==> src/design/fpr_pkg.sv <==
package fpr_pkg;

  localparam int FREQ_W     = 32;
  localparam int CFG_IDX_W  = 3;
  localparam int CFG_DATA_W = 28;
  localparam int STATUS_W   = 3;
  localparam int WIDX_W     = 3;
  localparam int WORD_W     = 32;

  // datapath widths
  localparam int FS_W   = 39;  // target shifted by output divider select
  localparam int PN_W   = 29;  // reference times doubler
  localparam int PD_W   = 11;  // R times div2
  localparam int VAL_W  = 29;  // remainder, modulus, frac
  localparam int NINT_W = 50;

  // serial units
  localparam int MUL_AW = 64;
  localparam int MUL_BW = 32;
  localparam int DIV_NW = 64;
  localparam int DIV_DW = 36;
  localparam int GCD_W  = 29;

  localparam logic [FREQ_W-1:0] MIN_FREQ_DEF = 32'd35000000;
  localparam logic [FS_W-1:0]   LO_RATIO     = 39'd2200000000;
  localparam logic [FS_W-1:0]   PRESCALE_LIM = 39'd3600000000;
  localparam logic [2:0]        SEL_MAX      = 3'd6;
  localparam logic [VAL_W-1:0]  MOD_MIN      = 29'd2;
  localparam logic [VAL_W-1:0]  MOD_MAX      = 29'd4095;
  localparam logic [NINT_W-1:0] N_MAX        = 50'd65535;
  localparam logic [NINT_W-1:0] N_MIN_P0     = 50'd23;
  localparam logic [NINT_W-1:0] N_MIN_P1     = 50'd75;

  localparam logic [STATUS_W-1:0] ST_OK    = 3'd0;
  localparam logic [STATUS_W-1:0] ST_LOW   = 3'd1;
  localparam logic [STATUS_W-1:0] ST_MOD   = 3'd2;
  localparam logic [STATUS_W-1:0] ST_FRAC  = 3'd3;
  localparam logic [STATUS_W-1:0] ST_NMIN  = 3'd4;
  localparam logic [STATUS_W-1:0] ST_NOVF  = 3'd5;

  localparam logic [CFG_IDX_W-1:0] CFG_REF_FREQ   = 3'd0;
  localparam logic [CFG_IDX_W-1:0] CFG_R_COUNTER  = 3'd1;
  localparam logic [CFG_IDX_W-1:0] CFG_DOUBLER    = 3'd2;
  localparam logic [CFG_IDX_W-1:0] CFG_DIV2       = 3'd3;
  localparam logic [CFG_IDX_W-1:0] CFG_CHAN_STEP  = 3'd4;
  localparam logic [CFG_IDX_W-1:0] CFG_CLK_DIV    = 3'd5;
  localparam logic [CFG_IDX_W-1:0] CFG_POWER      = 3'd6;
  localparam logic [CFG_IDX_W-1:0] CFG_BAND_CLK   = 3'd7;

  localparam logic [WIDX_W-1:0] WIDX_FIRST = 3'd5;
  localparam logic [WIDX_W-1:0] WIDX_LAST  = 3'd0;

  typedef enum logic [3:0] {
    S_IDLE, S_SEL, S_M1, S_D1, S_M2, S_D2, S_M3, S_D3,
    S_G, S_D4, S_D5, S_CAP, S_WAIT, S_CHECK, S_EMIT
  } state_t;

endpackage

==> src/design/fpr_in_if.sv <==
interface fpr_in_if;
  logic                        valid;
  logic                        ready;
  logic [fpr_pkg::FREQ_W-1:0]  target_freq;
  modport source (output valid, output target_freq, input ready);
  modport sink (input valid, input target_freq, output ready);
endinterface

==> src/design/fpr_out_if.sv <==
interface fpr_out_if;
  logic                          valid;
  logic                          ready;
  logic [fpr_pkg::STATUS_W-1:0]  status;
  logic [fpr_pkg::WIDX_W-1:0]    word_index;
  logic [fpr_pkg::WORD_W-1:0]    reg_word;
  logic                          last;
  modport source (output valid, output status, output word_index, output reg_word,
                  output last, input ready);
  modport sink (input valid, input status, input word_index, input reg_word,
                input last, output ready);
endinterface

==> src/design/fpr_cfg_if.sv <==
interface fpr_cfg_if;
  logic                            valid;
  logic                            ready;
  logic [fpr_pkg::CFG_IDX_W-1:0]   reg_index;
  logic [fpr_pkg::CFG_DATA_W-1:0]  data;
  modport source (output valid, output reg_index, output data, input ready);
  modport sink (input valid, input reg_index, input data, output ready);
endinterface

==> src/design/frac_n_pll_register_calc.sv <==
// fractional-N synthesizer register calculator
// in_ch carries one target frequency in Hz per item (valid/ready, taken when both
// are high). cfg_ch writes the eight setup registers by index; write them only
// while the block is idle. cfg_ch is always ready.
// out_ch returns six control words per item, word_index 5 down to 0, last on
// word 0, status 0. On a failed check a single item comes out instead, with the
// status code, word_index 0, reg_word 0 and last set.
// One item is processed at a time; in_ch is ready only while idle.
// The time from accept to the first word is set by the shared bit-serial divider
// (three divisions per item, two more when frac and modulus share a factor),
// the binary gcd unit and the shift-add multiplier (one multiplier bit a cycle).
// A too-low target is rejected in the cycle after accept.
// When the receiver stalls the current word is held and no new item is taken.
// Synchronous reset returns to idle and loads the default register values.
module frac_n_pll_register_calc #(
  parameter logic [fpr_pkg::FREQ_W-1:0] MIN_FREQ = fpr_pkg::MIN_FREQ_DEF
) (
  input logic       clk,
  input logic       rst_n,
  fpr_in_if.sink    in_ch,
  fpr_out_if.source out_ch,
  fpr_cfg_if.sink   cfg_ch
);

  localparam int VW = fpr_pkg::VAL_W;

  // configuration
  logic [27:0] ref_freq_r;
  logic [9:0]  r_counter_r;
  logic        ref_doubler_r;
  logic        ref_div2_r;
  logic [23:0] chan_step_r;
  logic [11:0] clk_div_r;
  logic [1:0]  power_level_r;
  logic [7:0]  band_sel_clock_r;

  fpr_pkg::state_t state_r, state_nxt, ret_r, ret_nxt;

  logic [fpr_pkg::FREQ_W-1:0]   freq_r;
  logic [2:0]                   sel_r;
  logic                         presc_r;
  logic [fpr_pkg::PN_W-1:0]     pn_r;
  logic [fpr_pkg::PD_W-1:0]     pd_r;
  logic [fpr_pkg::NINT_W-1:0]   nint_r;
  logic [VW-1:0]                rem_r;
  logic [VW-1:0]                mod_r;
  logic [VW-1:0]                frac_r;
  logic [fpr_pkg::STATUS_W-1:0] err_r;
  logic [fpr_pkg::WIDX_W-1:0]   idx_r;

  logic                         in_acc, out_acc;
  logic                         too_low, sel_go, zero_cfg, skip_gcd, g_one;
  logic [fpr_pkg::FS_W-1:0]     fs;
  logic [fpr_pkg::STATUS_W-1:0] chk;
  logic [9:0]                   rr;

  logic                         mul_start, mul_done;
  logic [fpr_pkg::MUL_AW-1:0]   mul_a, mul_p;
  logic [fpr_pkg::MUL_BW-1:0]   mul_b;
  logic                         div_start, div_done;
  logic [fpr_pkg::DIV_NW-1:0]   div_n, div_q;
  logic [fpr_pkg::DIV_DW-1:0]   div_d, div_r;
  logic                         gcd_start, gcd_done;
  logic [fpr_pkg::GCD_W-1:0]    gcd_g;

  logic [fpr_pkg::WORD_W-1:0]   word;
  logic                         fz;

  fpr_mul #(.AW(fpr_pkg::MUL_AW), .BW(fpr_pkg::MUL_BW)) u_mul (
    .clk(clk), .rst_n(rst_n), .start(mul_start), .a(mul_a), .b(mul_b),
    .done(mul_done), .prod(mul_p)
  );

  fpr_div #(.NW(fpr_pkg::DIV_NW), .DW(fpr_pkg::DIV_DW)) u_div (
    .clk(clk), .rst_n(rst_n), .start(div_start), .dividend(div_n), .divisor(div_d),
    .done(div_done), .quot(div_q), .rem(div_r)
  );

  fpr_gcd #(.W(fpr_pkg::GCD_W)) u_gcd (
    .clk(clk), .rst_n(rst_n), .start(gcd_start), .a(div_q[VW-1:0]), .b(mod_r),
    .done(gcd_done), .g(gcd_g)
  );

  assign in_acc  = in_ch.valid && in_ch.ready;
  assign out_acc = out_ch.valid && out_ch.ready;
  assign cfg_ch.ready = 1'b1;

  always_ff @(posedge clk) begin
    if (!rst_n) begin
      ref_freq_r       <= 28'd25000000;
      r_counter_r      <= 10'd1;
      ref_doubler_r    <= 1'b0;
      ref_div2_r       <= 1'b0;
      chan_step_r      <= 24'd100000;
      clk_div_r        <= 12'd150;
      power_level_r    <= 2'd3;
      band_sel_clock_r <= 8'd200;
    end else if (cfg_ch.valid) begin
      unique case (cfg_ch.reg_index)
        fpr_pkg::CFG_REF_FREQ:  ref_freq_r       <= cfg_ch.data;
        fpr_pkg::CFG_R_COUNTER: r_counter_r      <= cfg_ch.data[9:0];
        fpr_pkg::CFG_DOUBLER:   ref_doubler_r    <= cfg_ch.data[0];
        fpr_pkg::CFG_DIV2:      ref_div2_r       <= cfg_ch.data[0];
        fpr_pkg::CFG_CHAN_STEP: chan_step_r      <= cfg_ch.data[23:0];
        fpr_pkg::CFG_CLK_DIV:   clk_div_r        <= cfg_ch.data[11:0];
        fpr_pkg::CFG_POWER:     power_level_r    <= cfg_ch.data[1:0];
        fpr_pkg::CFG_BAND_CLK:  band_sel_clock_r <= cfg_ch.data[7:0];
      endcase
    end
  end

  assign rr       = (r_counter_r == '0) ? 10'd1 : r_counter_r;
  assign too_low  = in_ch.target_freq < MIN_FREQ;
  assign fs       = fpr_pkg::FS_W'(freq_r) << sel_r;
  assign sel_go   = (fs <= fpr_pkg::LO_RATIO) && (sel_r <= fpr_pkg::SEL_MAX);
  assign zero_cfg = (pn_r == '0) || (chan_step_r == '0);
  assign skip_gcd = (div_q[VW-1:0] == '0) || (mod_r == '0);
  assign g_one    = gcd_g == fpr_pkg::GCD_W'(1);

  // checks in priority order
  always_comb begin
    if (mod_r < fpr_pkg::MOD_MIN || mod_r > fpr_pkg::MOD_MAX) chk = fpr_pkg::ST_MOD;
    else if (frac_r >= mod_r) chk = fpr_pkg::ST_FRAC;
    else if (nint_r > fpr_pkg::N_MAX) chk = fpr_pkg::ST_NOVF;
    else if (presc_r ? (nint_r < fpr_pkg::N_MIN_P1) : (nint_r < fpr_pkg::N_MIN_P0))
      chk = fpr_pkg::ST_NMIN;
    else chk = fpr_pkg::ST_OK;
  end

  // next state
  always_comb begin
    state_nxt = state_r;
    ret_nxt   = ret_r;
    unique case (state_r)
      fpr_pkg::S_IDLE: if (in_acc) state_nxt = too_low ? fpr_pkg::S_EMIT : fpr_pkg::S_SEL;
      fpr_pkg::S_SEL: begin
        if (!sel_go) state_nxt = zero_cfg ? fpr_pkg::S_EMIT : fpr_pkg::S_M1;
      end
      fpr_pkg::S_M1: begin state_nxt = fpr_pkg::S_WAIT; ret_nxt = fpr_pkg::S_D1; end
      fpr_pkg::S_D1: begin state_nxt = fpr_pkg::S_WAIT; ret_nxt = fpr_pkg::S_M2; end
      fpr_pkg::S_M2: begin state_nxt = fpr_pkg::S_WAIT; ret_nxt = fpr_pkg::S_D2; end
      fpr_pkg::S_D2: begin state_nxt = fpr_pkg::S_WAIT; ret_nxt = fpr_pkg::S_M3; end
      fpr_pkg::S_M3: begin state_nxt = fpr_pkg::S_WAIT; ret_nxt = fpr_pkg::S_D3; end
      fpr_pkg::S_D3: begin state_nxt = fpr_pkg::S_WAIT; ret_nxt = fpr_pkg::S_G; end
      fpr_pkg::S_G: begin
        if (skip_gcd) state_nxt = fpr_pkg::S_CHECK;
        else begin
          state_nxt = fpr_pkg::S_WAIT;
          ret_nxt   = fpr_pkg::S_D4;
        end
      end
      fpr_pkg::S_D4: begin
        if (g_one) state_nxt = fpr_pkg::S_CHECK;
        else begin
          state_nxt = fpr_pkg::S_WAIT;
          ret_nxt   = fpr_pkg::S_D5;
        end
      end
      fpr_pkg::S_D5: begin state_nxt = fpr_pkg::S_WAIT; ret_nxt = fpr_pkg::S_CAP; end
      fpr_pkg::S_CAP: state_nxt = fpr_pkg::S_CHECK;
      fpr_pkg::S_WAIT: if (mul_done || div_done || gcd_done) state_nxt = ret_r;
      fpr_pkg::S_CHECK: state_nxt = fpr_pkg::S_EMIT;
      fpr_pkg::S_EMIT: if (out_acc && idx_r == fpr_pkg::WIDX_LAST) state_nxt = fpr_pkg::S_IDLE;
      default: state_nxt = fpr_pkg::S_IDLE;
    endcase
  end

  // control outputs and operand routing
  always_comb begin
    in_ch.ready  = 1'b0;
    out_ch.valid = 1'b0;
    mul_start    = 1'b0;
    div_start    = 1'b0;
    gcd_start    = 1'b0;
    mul_a        = fpr_pkg::MUL_AW'(fs);
    mul_b        = fpr_pkg::MUL_BW'(pd_r);
    div_n        = mul_p;
    div_d        = fpr_pkg::DIV_DW'(pn_r);
    unique case (state_r)
      fpr_pkg::S_IDLE: in_ch.ready = 1'b1;
      fpr_pkg::S_EMIT: out_ch.valid = 1'b1;
      fpr_pkg::S_M1: mul_start = 1'b1;
      fpr_pkg::S_D1: div_start = 1'b1;
      fpr_pkg::S_M2: begin
        mul_start = 1'b1;
        mul_a     = fpr_pkg::MUL_AW'(chan_step_r);
      end
      fpr_pkg::S_D2: begin
        div_start = 1'b1;
        div_n     = fpr_pkg::DIV_NW'(pn_r);
        div_d     = mul_p[fpr_pkg::DIV_DW-1:0];
      end
      fpr_pkg::S_M3: begin
        mul_start = 1'b1;
        mul_a     = fpr_pkg::MUL_AW'(rem_r);
        mul_b     = fpr_pkg::MUL_BW'(div_q[VW-1:0]);
      end
      fpr_pkg::S_D3: begin
        // frac = (2*rem*mod + pn) / (2*pn)
        div_start = 1'b1;
        div_n     = {mul_p[fpr_pkg::MUL_AW-2:0], 1'b0} + fpr_pkg::DIV_NW'(pn_r);
        div_d     = fpr_pkg::DIV_DW'({pn_r, 1'b0});
      end
      fpr_pkg::S_G: gcd_start = !skip_gcd;
      fpr_pkg::S_D4: begin
        div_start = !g_one;
        div_n     = fpr_pkg::DIV_NW'(frac_r);
        div_d     = fpr_pkg::DIV_DW'(gcd_g);
      end
      fpr_pkg::S_D5: begin
        div_start = 1'b1;
        div_n     = fpr_pkg::DIV_NW'(mod_r);
        div_d     = fpr_pkg::DIV_DW'(gcd_g);
      end
      default: ;
    endcase
  end

  always_ff @(posedge clk) begin
    if (!rst_n) begin
      state_r <= fpr_pkg::S_IDLE;
      ret_r   <= fpr_pkg::S_IDLE;
    end else begin
      state_r <= state_nxt;
      ret_r   <= ret_nxt;
    end
  end

  // datapath captures
  always_ff @(posedge clk) begin
    case (state_r)
      fpr_pkg::S_IDLE: begin
        freq_r <= in_ch.target_freq;
        sel_r  <= '0;
        pn_r   <= ref_doubler_r ? {ref_freq_r, 1'b0} : {1'b0, ref_freq_r};
        pd_r   <= ref_div2_r ? {rr, 1'b0} : {1'b0, rr};
        err_r  <= fpr_pkg::ST_LOW;
        idx_r  <= fpr_pkg::WIDX_LAST;
      end
      fpr_pkg::S_SEL: begin
        if (sel_go) sel_r <= sel_r + 1'b1;
        presc_r <= fs > fpr_pkg::PRESCALE_LIM;
        err_r   <= fpr_pkg::ST_MOD;
      end
      fpr_pkg::S_M2: begin
        nint_r <= div_q[fpr_pkg::NINT_W-1:0];
        rem_r  <= div_r[VW-1:0];
      end
      fpr_pkg::S_M3:  mod_r  <= div_q[VW-1:0];
      fpr_pkg::S_G:   frac_r <= div_q[VW-1:0];
      fpr_pkg::S_D5:  frac_r <= div_q[VW-1:0];
      fpr_pkg::S_CAP: mod_r  <= div_q[VW-1:0];
      fpr_pkg::S_CHECK: begin
        err_r <= chk;
        idx_r <= (chk == fpr_pkg::ST_OK) ? fpr_pkg::WIDX_FIRST : fpr_pkg::WIDX_LAST;
      end
      fpr_pkg::S_EMIT: if (out_acc && idx_r != fpr_pkg::WIDX_LAST) idx_r <= idx_r - 1'b1;
      default: ;
    endcase
  end

  assign fz = frac_r == '0;

  always_comb begin
    case (idx_r)
      3'd0: word = {1'b0, nint_r[15:0], frac_r[11:0], 3'd0};
      3'd1: word = 32'd1 | (32'(mod_r[11:0]) << 3) | (32'd1 << 15) | (32'(presc_r) << 27);
      3'd2: word = 32'd2 | (32'd1 << 6) | (32'd7 << 9) | (32'(r_counter_r) << 14)
                 | (32'(ref_div2_r) << 24) | (32'(ref_doubler_r) << 25)
                 | (fz ? (32'd3 << 7) : 32'd0);
      3'd3: word = 32'd3 | (32'(clk_div_r) << 3) | (32'd1 << 23)
                 | (fz ? (32'd3 << 21) : 32'd0);
      3'd4: word = 32'd4 | (32'(power_level_r) << 3) | (32'd1 << 5)
                 | (32'(band_sel_clock_r) << 12) | (32'(sel_r) << 20) | (32'd1 << 23);
      3'd5: word = 32'd5 | (32'd3 << 19) | (32'd1 << 22);
      default: word = '0;
    endcase
  end

  assign out_ch.status     = err_r;
  assign out_ch.word_index = idx_r;
  assign out_ch.reg_word   = (err_r == fpr_pkg::ST_OK) ? word : '0;
  assign out_ch.last       = idx_r == fpr_pkg::WIDX_LAST;

endmodule

==> src/design/fpr_mul.sv <==
module fpr_mul #(
  parameter int AW = fpr_pkg::MUL_AW,
  parameter int BW = fpr_pkg::MUL_BW
) (
  input  logic          clk,
  input  logic          rst_n,
  input  logic          start,
  input  logic [AW-1:0] a,
  input  logic [BW-1:0] b,
  output logic          done,
  output logic [AW-1:0] prod
);

  logic          busy_r, busy_nxt;
  logic          done_r, done_nxt;
  logic [AW-1:0] a_r, a_nxt;
  logic [BW-1:0] b_r, b_nxt;
  logic [AW-1:0] acc_r, acc_nxt;

  // shift-add, one multiplier bit a cycle, stops once the remaining bits are zero
  always_comb begin
    busy_nxt = busy_r;
    done_nxt = 1'b0;
    a_nxt    = a_r;
    b_nxt    = b_r;
    acc_nxt  = acc_r;
    if (start) begin
      busy_nxt = 1'b1;
      a_nxt    = a;
      b_nxt    = b;
      acc_nxt  = '0;
    end else if (busy_r) begin
      if (b_r == '0) begin
        busy_nxt = 1'b0;
        done_nxt = 1'b1;
      end else begin
        if (b_r[0]) acc_nxt = acc_r + a_r;
        a_nxt = {a_r[AW-2:0], 1'b0};
        b_nxt = {1'b0, b_r[BW-1:1]};
      end
    end
  end

  always_ff @(posedge clk) begin
    if (!rst_n) begin
      busy_r <= 1'b0;
      done_r <= 1'b0;
    end else begin
      busy_r <= busy_nxt;
      done_r <= done_nxt;
    end
    a_r   <= a_nxt;
    b_r   <= b_nxt;
    acc_r <= acc_nxt;
  end

  assign done = done_r;
  assign prod = acc_r;

endmodule

==> src/design/fpr_div.sv <==
module fpr_div #(
  parameter int NW = fpr_pkg::DIV_NW,
  parameter int DW = fpr_pkg::DIV_DW
) (
  input  logic          clk,
  input  logic          rst_n,
  input  logic          start,
  input  logic [NW-1:0] dividend,
  input  logic [DW-1:0] divisor,
  output logic          done,
  output logic [NW-1:0] quot,
  output logic [DW-1:0] rem
);

  localparam int CW = $clog2(NW);

  logic          busy_r, busy_nxt;
  logic          done_r, done_nxt;
  logic [CW-1:0] cnt_r, cnt_nxt;
  logic [NW-1:0] q_r, q_nxt;
  logic [DW-1:0] r_r, r_nxt;
  logic [DW-1:0] d_r, d_nxt;
  logic [DW:0]   trial;
  logic [DW:0]   diff;
  logic          ge;

  // restoring division, one quotient bit a cycle
  assign trial = {r_r, q_r[NW-1]};
  assign ge    = trial >= {1'b0, d_r};
  assign diff  = trial - {1'b0, d_r};

  always_comb begin
    busy_nxt = busy_r;
    done_nxt = 1'b0;
    cnt_nxt  = cnt_r;
    q_nxt    = q_r;
    r_nxt    = r_r;
    d_nxt    = d_r;
    if (start) begin
      busy_nxt = 1'b1;
      cnt_nxt  = '0;
      q_nxt    = dividend;
      r_nxt    = '0;
      d_nxt    = divisor;
    end else if (busy_r) begin
      q_nxt   = {q_r[NW-2:0], ge};
      r_nxt   = ge ? diff[DW-1:0] : trial[DW-1:0];
      cnt_nxt = cnt_r + 1'b1;
      if (cnt_r == CW'(NW - 1)) begin
        busy_nxt = 1'b0;
        done_nxt = 1'b1;
      end
    end
  end

  always_ff @(posedge clk) begin
    if (!rst_n) begin
      busy_r <= 1'b0;
      done_r <= 1'b0;
    end else begin
      busy_r <= busy_nxt;
      done_r <= done_nxt;
    end
    cnt_r <= cnt_nxt;
    q_r   <= q_nxt;
    r_r   <= r_nxt;
    d_r   <= d_nxt;
  end

  assign done = done_r;
  assign quot = q_r;
  assign rem  = r_r;

endmodule

==> src/design/fpr_gcd.sv <==
module fpr_gcd #(
  parameter int W = fpr_pkg::GCD_W
) (
  input  logic         clk,
  input  logic         rst_n,
  input  logic         start,
  input  logic [W-1:0] a,
  input  logic [W-1:0] b,
  output logic         done,
  output logic [W-1:0] g
);

  localparam int KW = $clog2(W) + 1;

  logic          busy_r, busy_nxt;
  logic          fix_r, fix_nxt;
  logic          done_r, done_nxt;
  logic [W-1:0]  a_r, a_nxt;
  logic [W-1:0]  b_r, b_nxt;
  logic [KW-1:0] k_r, k_nxt;

  // binary gcd on nonzero operands, then put the common twos back one a cycle
  always_comb begin
    busy_nxt = busy_r;
    fix_nxt  = fix_r;
    done_nxt = 1'b0;
    a_nxt    = a_r;
    b_nxt    = b_r;
    k_nxt    = k_r;
    if (start) begin
      busy_nxt = 1'b1;
      fix_nxt  = 1'b0;
      a_nxt    = a;
      b_nxt    = b;
      k_nxt    = '0;
    end else if (busy_r && !fix_r) begin
      if (a_r == b_r) begin
        fix_nxt = 1'b1;
      end else if (!a_r[0] && !b_r[0]) begin
        a_nxt = a_r >> 1;
        b_nxt = b_r >> 1;
        k_nxt = k_r + 1'b1;
      end else if (!a_r[0]) begin
        a_nxt = a_r >> 1;
      end else if (!b_r[0]) begin
        b_nxt = b_r >> 1;
      end else if (a_r > b_r) begin
        a_nxt = a_r - b_r;
      end else begin
        b_nxt = b_r - a_r;
      end
    end else if (busy_r) begin
      if (k_r == '0) begin
        busy_nxt = 1'b0;
        fix_nxt  = 1'b0;
        done_nxt = 1'b1;
      end else begin
        a_nxt = {a_r[W-2:0], 1'b0};
        k_nxt = k_r - 1'b1;
      end
    end
  end

  always_ff @(posedge clk) begin
    if (!rst_n) begin
      busy_r <= 1'b0;
      fix_r  <= 1'b0;
      done_r <= 1'b0;
    end else begin
      busy_r <= busy_nxt;
      fix_r  <= fix_nxt;
      done_r <= done_nxt;
    end
    a_r <= a_nxt;
    b_r <= b_nxt;
    k_r <= k_nxt;
  end

  assign done = done_r;
  assign g    = a_r;

endmodule

==> src/flat_wrapper.sv <==
// flat-port wrapper written by rule: the top's interface ports become plain ports
module frac_n_pll_register_calc_flat 
#(
  parameter logic [fpr_pkg::FREQ_W-1:0] MIN_FREQ = fpr_pkg::MIN_FREQ_DEF
)
  (clk, rst_n, in_ch_valid, in_ch_target_freq, in_ch_ready, out_ch_valid, out_ch_status, out_ch_word_index, out_ch_reg_word, out_ch_last, out_ch_ready, cfg_ch_valid, cfg_ch_reg_index, cfg_ch_data, cfg_ch_ready);
  fpr_in_if in_ch_i ();
  fpr_out_if out_ch_i ();
  fpr_cfg_if cfg_ch_i ();
  input logic clk;
  input logic rst_n;
  input wire logic [$bits(in_ch_i.valid)-1:0] in_ch_valid;
  input wire logic [$bits(in_ch_i.target_freq)-1:0] in_ch_target_freq;
  output wire logic [$bits(in_ch_i.ready)-1:0] in_ch_ready;
  output wire logic [$bits(out_ch_i.valid)-1:0] out_ch_valid;
  output wire logic [$bits(out_ch_i.status)-1:0] out_ch_status;
  output wire logic [$bits(out_ch_i.word_index)-1:0] out_ch_word_index;
  output wire logic [$bits(out_ch_i.reg_word)-1:0] out_ch_reg_word;
  output wire logic [$bits(out_ch_i.last)-1:0] out_ch_last;
  input wire logic [$bits(out_ch_i.ready)-1:0] out_ch_ready;
  input wire logic [$bits(cfg_ch_i.valid)-1:0] cfg_ch_valid;
  input wire logic [$bits(cfg_ch_i.reg_index)-1:0] cfg_ch_reg_index;
  input wire logic [$bits(cfg_ch_i.data)-1:0] cfg_ch_data;
  output wire logic [$bits(cfg_ch_i.ready)-1:0] cfg_ch_ready;
  assign in_ch_i.valid = in_ch_valid;
  assign in_ch_i.target_freq = in_ch_target_freq;
  assign in_ch_ready = in_ch_i.ready;
  assign out_ch_valid = out_ch_i.valid;
  assign out_ch_status = out_ch_i.status;
  assign out_ch_word_index = out_ch_i.word_index;
  assign out_ch_reg_word = out_ch_i.reg_word;
  assign out_ch_last = out_ch_i.last;
  assign out_ch_i.ready = out_ch_ready;
  assign cfg_ch_i.valid = cfg_ch_valid;
  assign cfg_ch_i.reg_index = cfg_ch_reg_index;
  assign cfg_ch_i.data = cfg_ch_data;
  assign cfg_ch_ready = cfg_ch_i.ready;
  frac_n_pll_register_calc #(.MIN_FREQ(MIN_FREQ)) u_core (.clk(clk), .rst_n(rst_n), .in_ch(in_ch_i), .out_ch(out_ch_i), .cfg_ch(cfg_ch_i));
endmodule
==> config.mk <==
export PLATFORM = sky130hd
export DESIGN_NAME = frac_n_pll_register_calc_flat
export DESIGN_NICKNAME = d
export VERILOG_FILES = /design/src/design/fpr_pkg.sv /design/src/design/fpr_in_if.sv /design/src/design/fpr_out_if.sv /design/src/design/fpr_cfg_if.sv /design/src/design/frac_n_pll_register_calc.sv /design/src/design/fpr_mul.sv /design/src/design/fpr_div.sv /design/src/design/fpr_gcd.sv /design/src/flat_wrapper.sv
export SDC_FILE = /design/constraint.sdc
export NUM_CORES = 2
export LEC_CHECK = 0
export ABC_AREA = 1
export BUFFER_PORTS_ARGS = -buffer_cell sky130_fd_sc_hd__buf_2
export CAP_MARGIN = 20
export CELL_PAD_IN_SITES_DETAIL_PLACEMENT = 1
export CELL_PAD_IN_SITES_GLOBAL_PLACEMENT = 1
export CORE_MARGIN = 2
export CORE_UTILIZATION = 51
export CTS_CLUSTER_DIAMETER = 50
export CTS_CLUSTER_SIZE = 10
export DETAILED_ROUTE_END_ITERATION = 12
export PLACE_DENSITY = 0.86
export SLEW_MARGIN = 30
export SYNTH_ARGS = -nofsm -noshare
export SYNTH_HDL_FRONTEND = slang
export SYNTH_SLANG_ARGS = --single-unit
==> constraint.sdc <==
create_clock -name clk -period 8.9 [get_ports clk]
set_input_delay 2.225 -clock clk [delete_from_list [all_inputs] [get_ports clk]]
set_output_delay 2.225 -clock clk [all_outputs]
set_load 0.02 [all_outputs]
# ---- Yosys cells after proc, flatten, opt, wreduce, memory -nomap -nowiden
# Cells that the tools add are included.
dict set report op_classes {
  n_addsub 10
  n_lt_le_gt_ge 12
  eq_ne 49
  n_shift 1
  n_mux 86
  bitwise 12
  n_reduce_logical 72
}
# op count
set op_table {}
lappend op_table {{29-bit two-way mux} 17}
lappend op_table {{64-bit two-way mux} 5}
lappend op_table {{64-bit one-hot mux with 4 select lines} 1}
lappend op_table {{32-bit one-hot mux with 6 select lines} 1}
lappend op_table {{32-bit two-way mux} 4}
lappend op_table {{29-bit logical NOT} 4}
lappend op_table {{36-bit one-hot mux with 3 select lines} 1}
lappend op_table {{39-bit one-hot mux with 2 select lines} 1}
lappend op_table {{4-bit one-hot mux with 9 select lines} 2}
lappend op_table {{64-bit by 29-bit adder with 64-bit output} 1}
lappend op_table {{64-bit adder} 1}
lappend op_table {{29-bit subtractor} 2}
lappend op_table {{50-bit by 16-bit greater-than comparator with 1-bit output, second input constant} 1}
lappend op_table {{50-bit by 5-bit less-than comparator with 1-bit output, second input constant} 1}
lappend op_table {{50-bit by 7-bit less-than comparator with 1-bit output, second input constant} 1}
lappend op_table {{39-bit by 32-bit greater-than comparator with 1-bit output, second input constant} 1}
lappend op_table {{39-bit by 32-bit <= comparator with 1-bit output, second input constant} 1}
lappend op_table {{32-bit by 3-bit << shifter with 39-bit output} 1}
lappend op_table {{37-bit by 36-bit greater-or-equal comparator with 1-bit output} 1}
lappend op_table {{36-bit two-way mux} 1}
lappend op_table {{36-bit subtractor} 1}
lappend op_table {{32-bit logical NOT} 1}
lappend op_table {{32-bit by 26-bit less-than comparator with 1-bit output, second input constant} 1}
lappend op_table {{4-bit two-way mux} 8}
lappend op_table {{62 further kinds} 183}
dict set report totals {
  register_bits 686
  input_bits 68
  out_inout_bits 42
  wordCells 286
}

# ---- Logic depth before layout (Yosys ltp)
dict set report logic_depth {
  ltp_word 9
  ltp_mapped 20
  mapped_depth_nobuf 19
}

# ---- By module
# Synthesis repeated with hierarchy kept, for this count alone.
dict set report unflattened {
  hier_cells 7261
  hier_area_um2 49540.0
}
# mod n_inst cells_each area_per_inst_um2 seq_area_each_um2
set modules_own_cells {}
lappend modules_own_cells {frac_n_pll_register_calc 1 2705 20264.4 8458.1}
lappend modules_own_cells {fpr_mul 1 2026 12480.7 4204.0}
lappend modules_own_cells {fpr_div 1 1216 8903.5 3883.7}
lappend modules_own_cells {fpr_gcd 1 1314 7891.3 1921.8}

# ---- Least setup slack after synthesis
# Ideal clock, no wire load.
dict set report synth_timing {
  path_type {register to output}
  startpoint {register u_core.state_r[2]}
  endpoint {output port in_ch_ready}
  arrival_ns 3.950
  required_ns 6.675
  setup_slack_ns 2.725
  path_stages_with_launch 4
  path_buffers 0
  path_cell_list {dfxtp_1 nor2_1 inv_1 nor2_1}
}
dict set report synth_between {
  elab_chain_cells 2
}
# element line
set synth_rtl {}
lappend synth_rtl {{start: declaration} frac_n_pll_register_calc.sv:37} ;# fpr_pkg::state_t state_r, state_nxt, ret_r, ret_nxt;
lappend synth_rtl {{start signal: assignment} frac_n_pll_register_calc.sv:221} ;# state_r <= fpr_pkg::S_IDLE;
lappend synth_rtl {{start signal: assignment} frac_n_pll_register_calc.sv:224} ;# state_r <= state_nxt;
lappend synth_rtl {{4-bit logical NOT} frac_n_pll_register_calc.sv:179} ;# unique case (state_r)
lappend synth_rtl {{1-bit two-way mux} frac_n_pll_register_calc.sv:179}
lappend synth_rtl {{end: declaration} flat_wrapper.sv:14} ;# output wire logic [$bits(in_ch_i.ready)-1:0] in_ch_ready;
# Every way passes these cells.

# ---- Final worst setup path
dict set report layout_timing {
  startpoint {register u_core.err_r (netlist bit u_core.out_ch.status[1])}
  endpoint {output port out_ch_reg_word[14]}
}
dict set report layout_between {
  elab_chain_cells 2
}
# element line
set layout_rtl {}
lappend layout_rtl {{start: declaration} frac_n_pll_register_calc.sv:48} ;# logic [fpr_pkg::STATUS_W-1:0] err_r;
lappend layout_rtl {{start signal: assignment} frac_n_pll_register_calc.sv:237} ;# err_r <= fpr_pkg::ST_LOW;
lappend layout_rtl {{start signal: assignment} frac_n_pll_register_calc.sv:243} ;# err_r <= fpr_pkg::ST_MOD;
lappend layout_rtl {{start signal: assignment} frac_n_pll_register_calc.sv:254} ;# err_r <= chk;
lappend layout_rtl {{3-bit logical NOT} frac_n_pll_register_calc.sv:282} ;# assign out_ch.reg_word = (err_r == fpr_pkg::ST_OK) ? word : '0;
lappend layout_rtl {{32-bit two-way mux} frac_n_pll_register_calc.sv:282}
lappend layout_rtl {{end: declaration} flat_wrapper.sv:18} ;# output wire logic [$bits(out_ch_i.reg_word)-1:0] out_ch_reg_word;
# Every way passes these cells.

==> impl_metrics.json <==
{
  "post_synth_net_total": 6438,
  "rr_worst_depth": 13,
  "die_width_um": 303,
  "timing_worst_setup_path_type": "flip-flop to primary output",
  "cts.reportedPaths.clkPinSlew_ns": 0.05,
  "synth_cells": 6137,
  "fin_tns_setup_ns": 0,
  "crit_path_max_fanout": 27,
  "synth_top_family_by_area": "simple AND/OR/NAND/NOR gates",
  "netlist_top_cells_area": "edfxtp_1 31%, nand2_1 11%, dfxtp_1 9.4%",
  "cts_resized": 0,
  "vertical_die_dimension_um": 303,
  "synth.most_common_cell": "nand2_1",
  "synth_mux_area_share_pct": 0,
  "start_util_pct": 51.5,
  "timing.fmax_ghz": 0.180,
  "route.vias.total": 47755,
  "firstDrtPassIters": 9,
  "fillerInstances": 11206,
  "crit_path_end_kind": "primary output",
  "cts_tree": "yes",
  "timing.hold.worst.start": "u_core.u_div.quot[41]",
  "timing_max_transition_violations_final": 0,
  "cellLeakagePower_nw": 21.4,
  "finalHoldViolations": 0,
  "first_iter_violations": 5732,
  "maxSlewHeadroom_pct": 24.5,
  "dieArea_um2": 91800,
  "via_count_of_the_first_global_routing_pass": 48265,
  "yosys_register_bits": 683,
  "synth_compound_area_share_pct": 17.7,
  "holdPathStages": 0,
  "row_count": 109,
  "rsz0062_at_grt": "false",
  "synth.avg_cell_area_um2": 7.43,
  "power_density_nw_per_um2": 461,
  "grt.overflow.total": 0,
  "place_hpwl_um": 158000,
  "run_status": "completed",
  "latest_clock_arrival_within_the_worst_skew_pair_ns": 0.75,
  "postPlaceCellArea_um2": 47000,
  "yosysTopAreaCellShare_pct": 31.0,
  "hold_path_class": "flip-flop to flip-flop",
  "seqCellArea_um2": 18400,
  "synthArstFlopShare_pct": 0,
  "holdPathEnd": "u_core.nint_r[41]",
  "crit-reg2reg-launch": "u_core.state_r[0]",
  "yosysUniqueCellTypes": 63,
  "cts.path.max_buffers": 3,
  "number_of_enable_type_register_cells_in_the_synthesized_netlist": 470,
  "synthXorXnorAreaFrac_pct": 2.27,
  "multi_input_comb_area_um2": 23200,
  "power_w": 0.0231,
  "cts_buffers": 98,
  "numPlacedInstances": 7240,
  "cts-hold-fix-buffers": 0,
  "finalWeightedCongestion": 1.03,
  "critPathLaunchType": "flip-flop",
  "finalNetCount": 6476,
  "regToRegSetupSlack_ns": 4.32,
  "grt_start_max_net_pins": 101,
  "rr_endpoint": "u_core.u_div.quot[3]",
  "ys_warn_count": 0,
  "synth_largest_area_cell": "edfxtp_1",
  "synthTopCellsByCount": "1291 x nand2_1, 811 x inv_1, 689 x nor2_1",
  "synth_seq_area_share_pct": 40.3,
  "area_delta_synth_final_pct": 9.98,
  "worstPathRequired_ns": 6.68,
  "tritoncts_num_sinks": 683,
  "cap_viol_max_count": 0,
  "final_area_um2": 50100,
  "cts_post_setup_buffers_inserted": 0,
  "vias_per_cell": 6.43,
  "ir_drop_mv": 0.601,
  "min_period_ns": 5.54,
  "buffer_ports.inserted": 107,
  "finish.cell_count_without_fillers": 7426,
  "final.setup_skew_ns": 0.0545,
  "pin_slew_with_the_least_headroom_to_its_limit_ns": 1.12,
  "yosys.area_share.simple_pct": 24.2,
  "timing.critical_path.arrival_ns": 3.32,
  "grt_antenna_before_repair": 13,
  "synth_adder_area_share_pct": 6.49,
  "grt_first_pass_wirelength_um": 305000,
  "io_pins": 110,
  "setup_violations": 0,
  "postLayoutCoreUtil_pct": 56.7,
  "layout-drive-gt1-share_pct": 6.31,
  "htree_num_levels": 3,
  "wl_per_cell_um": 27.9,
  "drcViolationCount": 0,
  "grt_util_all_layers_pct": 44.4,
  "timing.final.crit_share_pct": 62.3,
  "clock-root-buffer": "clkbuf_16",
  "syn_area_um2": 45600,
  "ys.flop_type": "edfxtp_1",
  "final_antenna_net_count": 0,
  "route.final.wire_length_um": 207000,
  "design.core.area_um2": 88500
}
power breakdown:
| group | internal (W) | switching, W | total, W | leakage (nW) |
|---|---|---|---|---|
| sequential | 0.00521 | 0.00138 | 0.00659 | 6.16 |
| clock | 0.00219 | 0.00167 | 0.00386 | 1.51 |
| combinational | 0.00343 | 0.00923 | 0.0127 | 13.8 |
| total | 0.0108 | 0.0123 | 0.0231 | 21.4 |
per-layer routing:
| metal | vias to the layer above | part of all wire (%) | track usage (%) |
|---|---|---|---|
| met5 | - | 0.068 | 0 |
| met4 | 18 | 6.6 | 25.4 |
| met3 | 702 | 11 | 10.9 |
| met2 | 2684 | 44 | 69.7 |
| met1 | 23461 | 38 | 56.0 |
| li1 | 20890 | - | - |
metrics by stage:
step	hold WS, ns	worst slack, ns
floorplan	0.424	2.73
global placement	0.435	3.87
detailed placement	0.437	4.18
CTS	0.454	3.44
global route	0.466	3.29
finish	0.455	3.36
area by class of cell:
class | instances | share of cell area [%]
multi-input cells | 4412 | 46.2
inverters | 833 | 6.26
flip-flops and latches | 683 | 36.6
clock inverters | 40 | 0.853
well taps | 1165 | 2.91
clock buffers | 145 | 5.44
diodes | 1 | 0.00499
repair buffers | 147 | 1.70
registers in the layout, summed over array words and instances, names as in the netlist, 4 cells and up:
signal                   count
u_core.u_gcd.b_r            29
u_core.mod_r                29
u_core.u_gcd.k_r             6
u_core.pd_r                 11
u_core.frac_r               29
u_core.r_counter_r          10
u_core.rem_r                29
u_core.clk_div_r            12
u_core.u_mul.b_r            29
u_core.u_mul.a_r            64
u_core.u_div.d_r            36
u_core.ret_r                 4
u_core.u_div.rem            36
u_core.nint_r               50
u_core.u_div.cnt_r           6
u_core.freq_r               32
u_core.u_mul.prod           64
u_core.band_sel_clock_r      8
u_core.ref_freq_r           28
u_core.state_r               4
u_core.chan_step_r          24
u_core.u_div.quot           64
u_core.u_gcd.g              29
u_core.pn_r                 29
worst max path at each step:
stage               cells past startpoint                   to                   startpoint
floorplan                               3          in_ch_ready            u_core.state_r[2]
global placement                        9   out_ch_reg_word[5]  u_core.out_ch.word_index[0]
detailed placement                      4  out_ch_reg_word[14]      u_core.out_ch.status[1]
CTS                                     4  out_ch_reg_word[14]      u_core.out_ch.status[1]
global route                            4  out_ch_reg_word[14]      u_core.out_ch.status[0]
finish                                  4  out_ch_reg_word[14]      u_core.out_ch.status[1]
cell usage in the layout (no fill, tap or decap), drive strengths merged, types with 20 or more instances in the layout:
master / synthesis / layout
clkbuf: 118 / 145
o22ai: 105 / 105
o21bai: 24 / 24
xnor2: 42 / 42
inv: 828 / 841
o211ai: 55 / 55
a21oi: 541 / 541
nor3: 69 / 69
nand2: 1302 / 1302
edfxtp: 470 / 470
nand3: 383 / 383
nor4: 54 / 54
clkinv: 5 / 26
buf: 91 / 147
xor2: 76 / 76
nor2: 712 / 712
o21ai: 508 / 508
dfxtp: 213 / 213
ha: 227 / 227
a31oi: 57 / 57
nand4: 73 / 73
a221oi: 33 / 33
a21o: 20 / 20
a211oi: 24 / 24
critical path, cell delays in order (launching register included):
cell and delay, ns:
edfxtp_1 0.37, nor3_1 0.73, clkinv_1 0.84, a31oi_1 0.41, buf_2 0.22
logic make-up after synthesis:
kind of cell / count (synthesis)
compound gates: 1431
xor+xnor: 118
fa+ha+maj: 233
buf+inv: 1042
flops: 683
other cells: 2
simple gates: 2628
(Power assumes the default switching activity.)
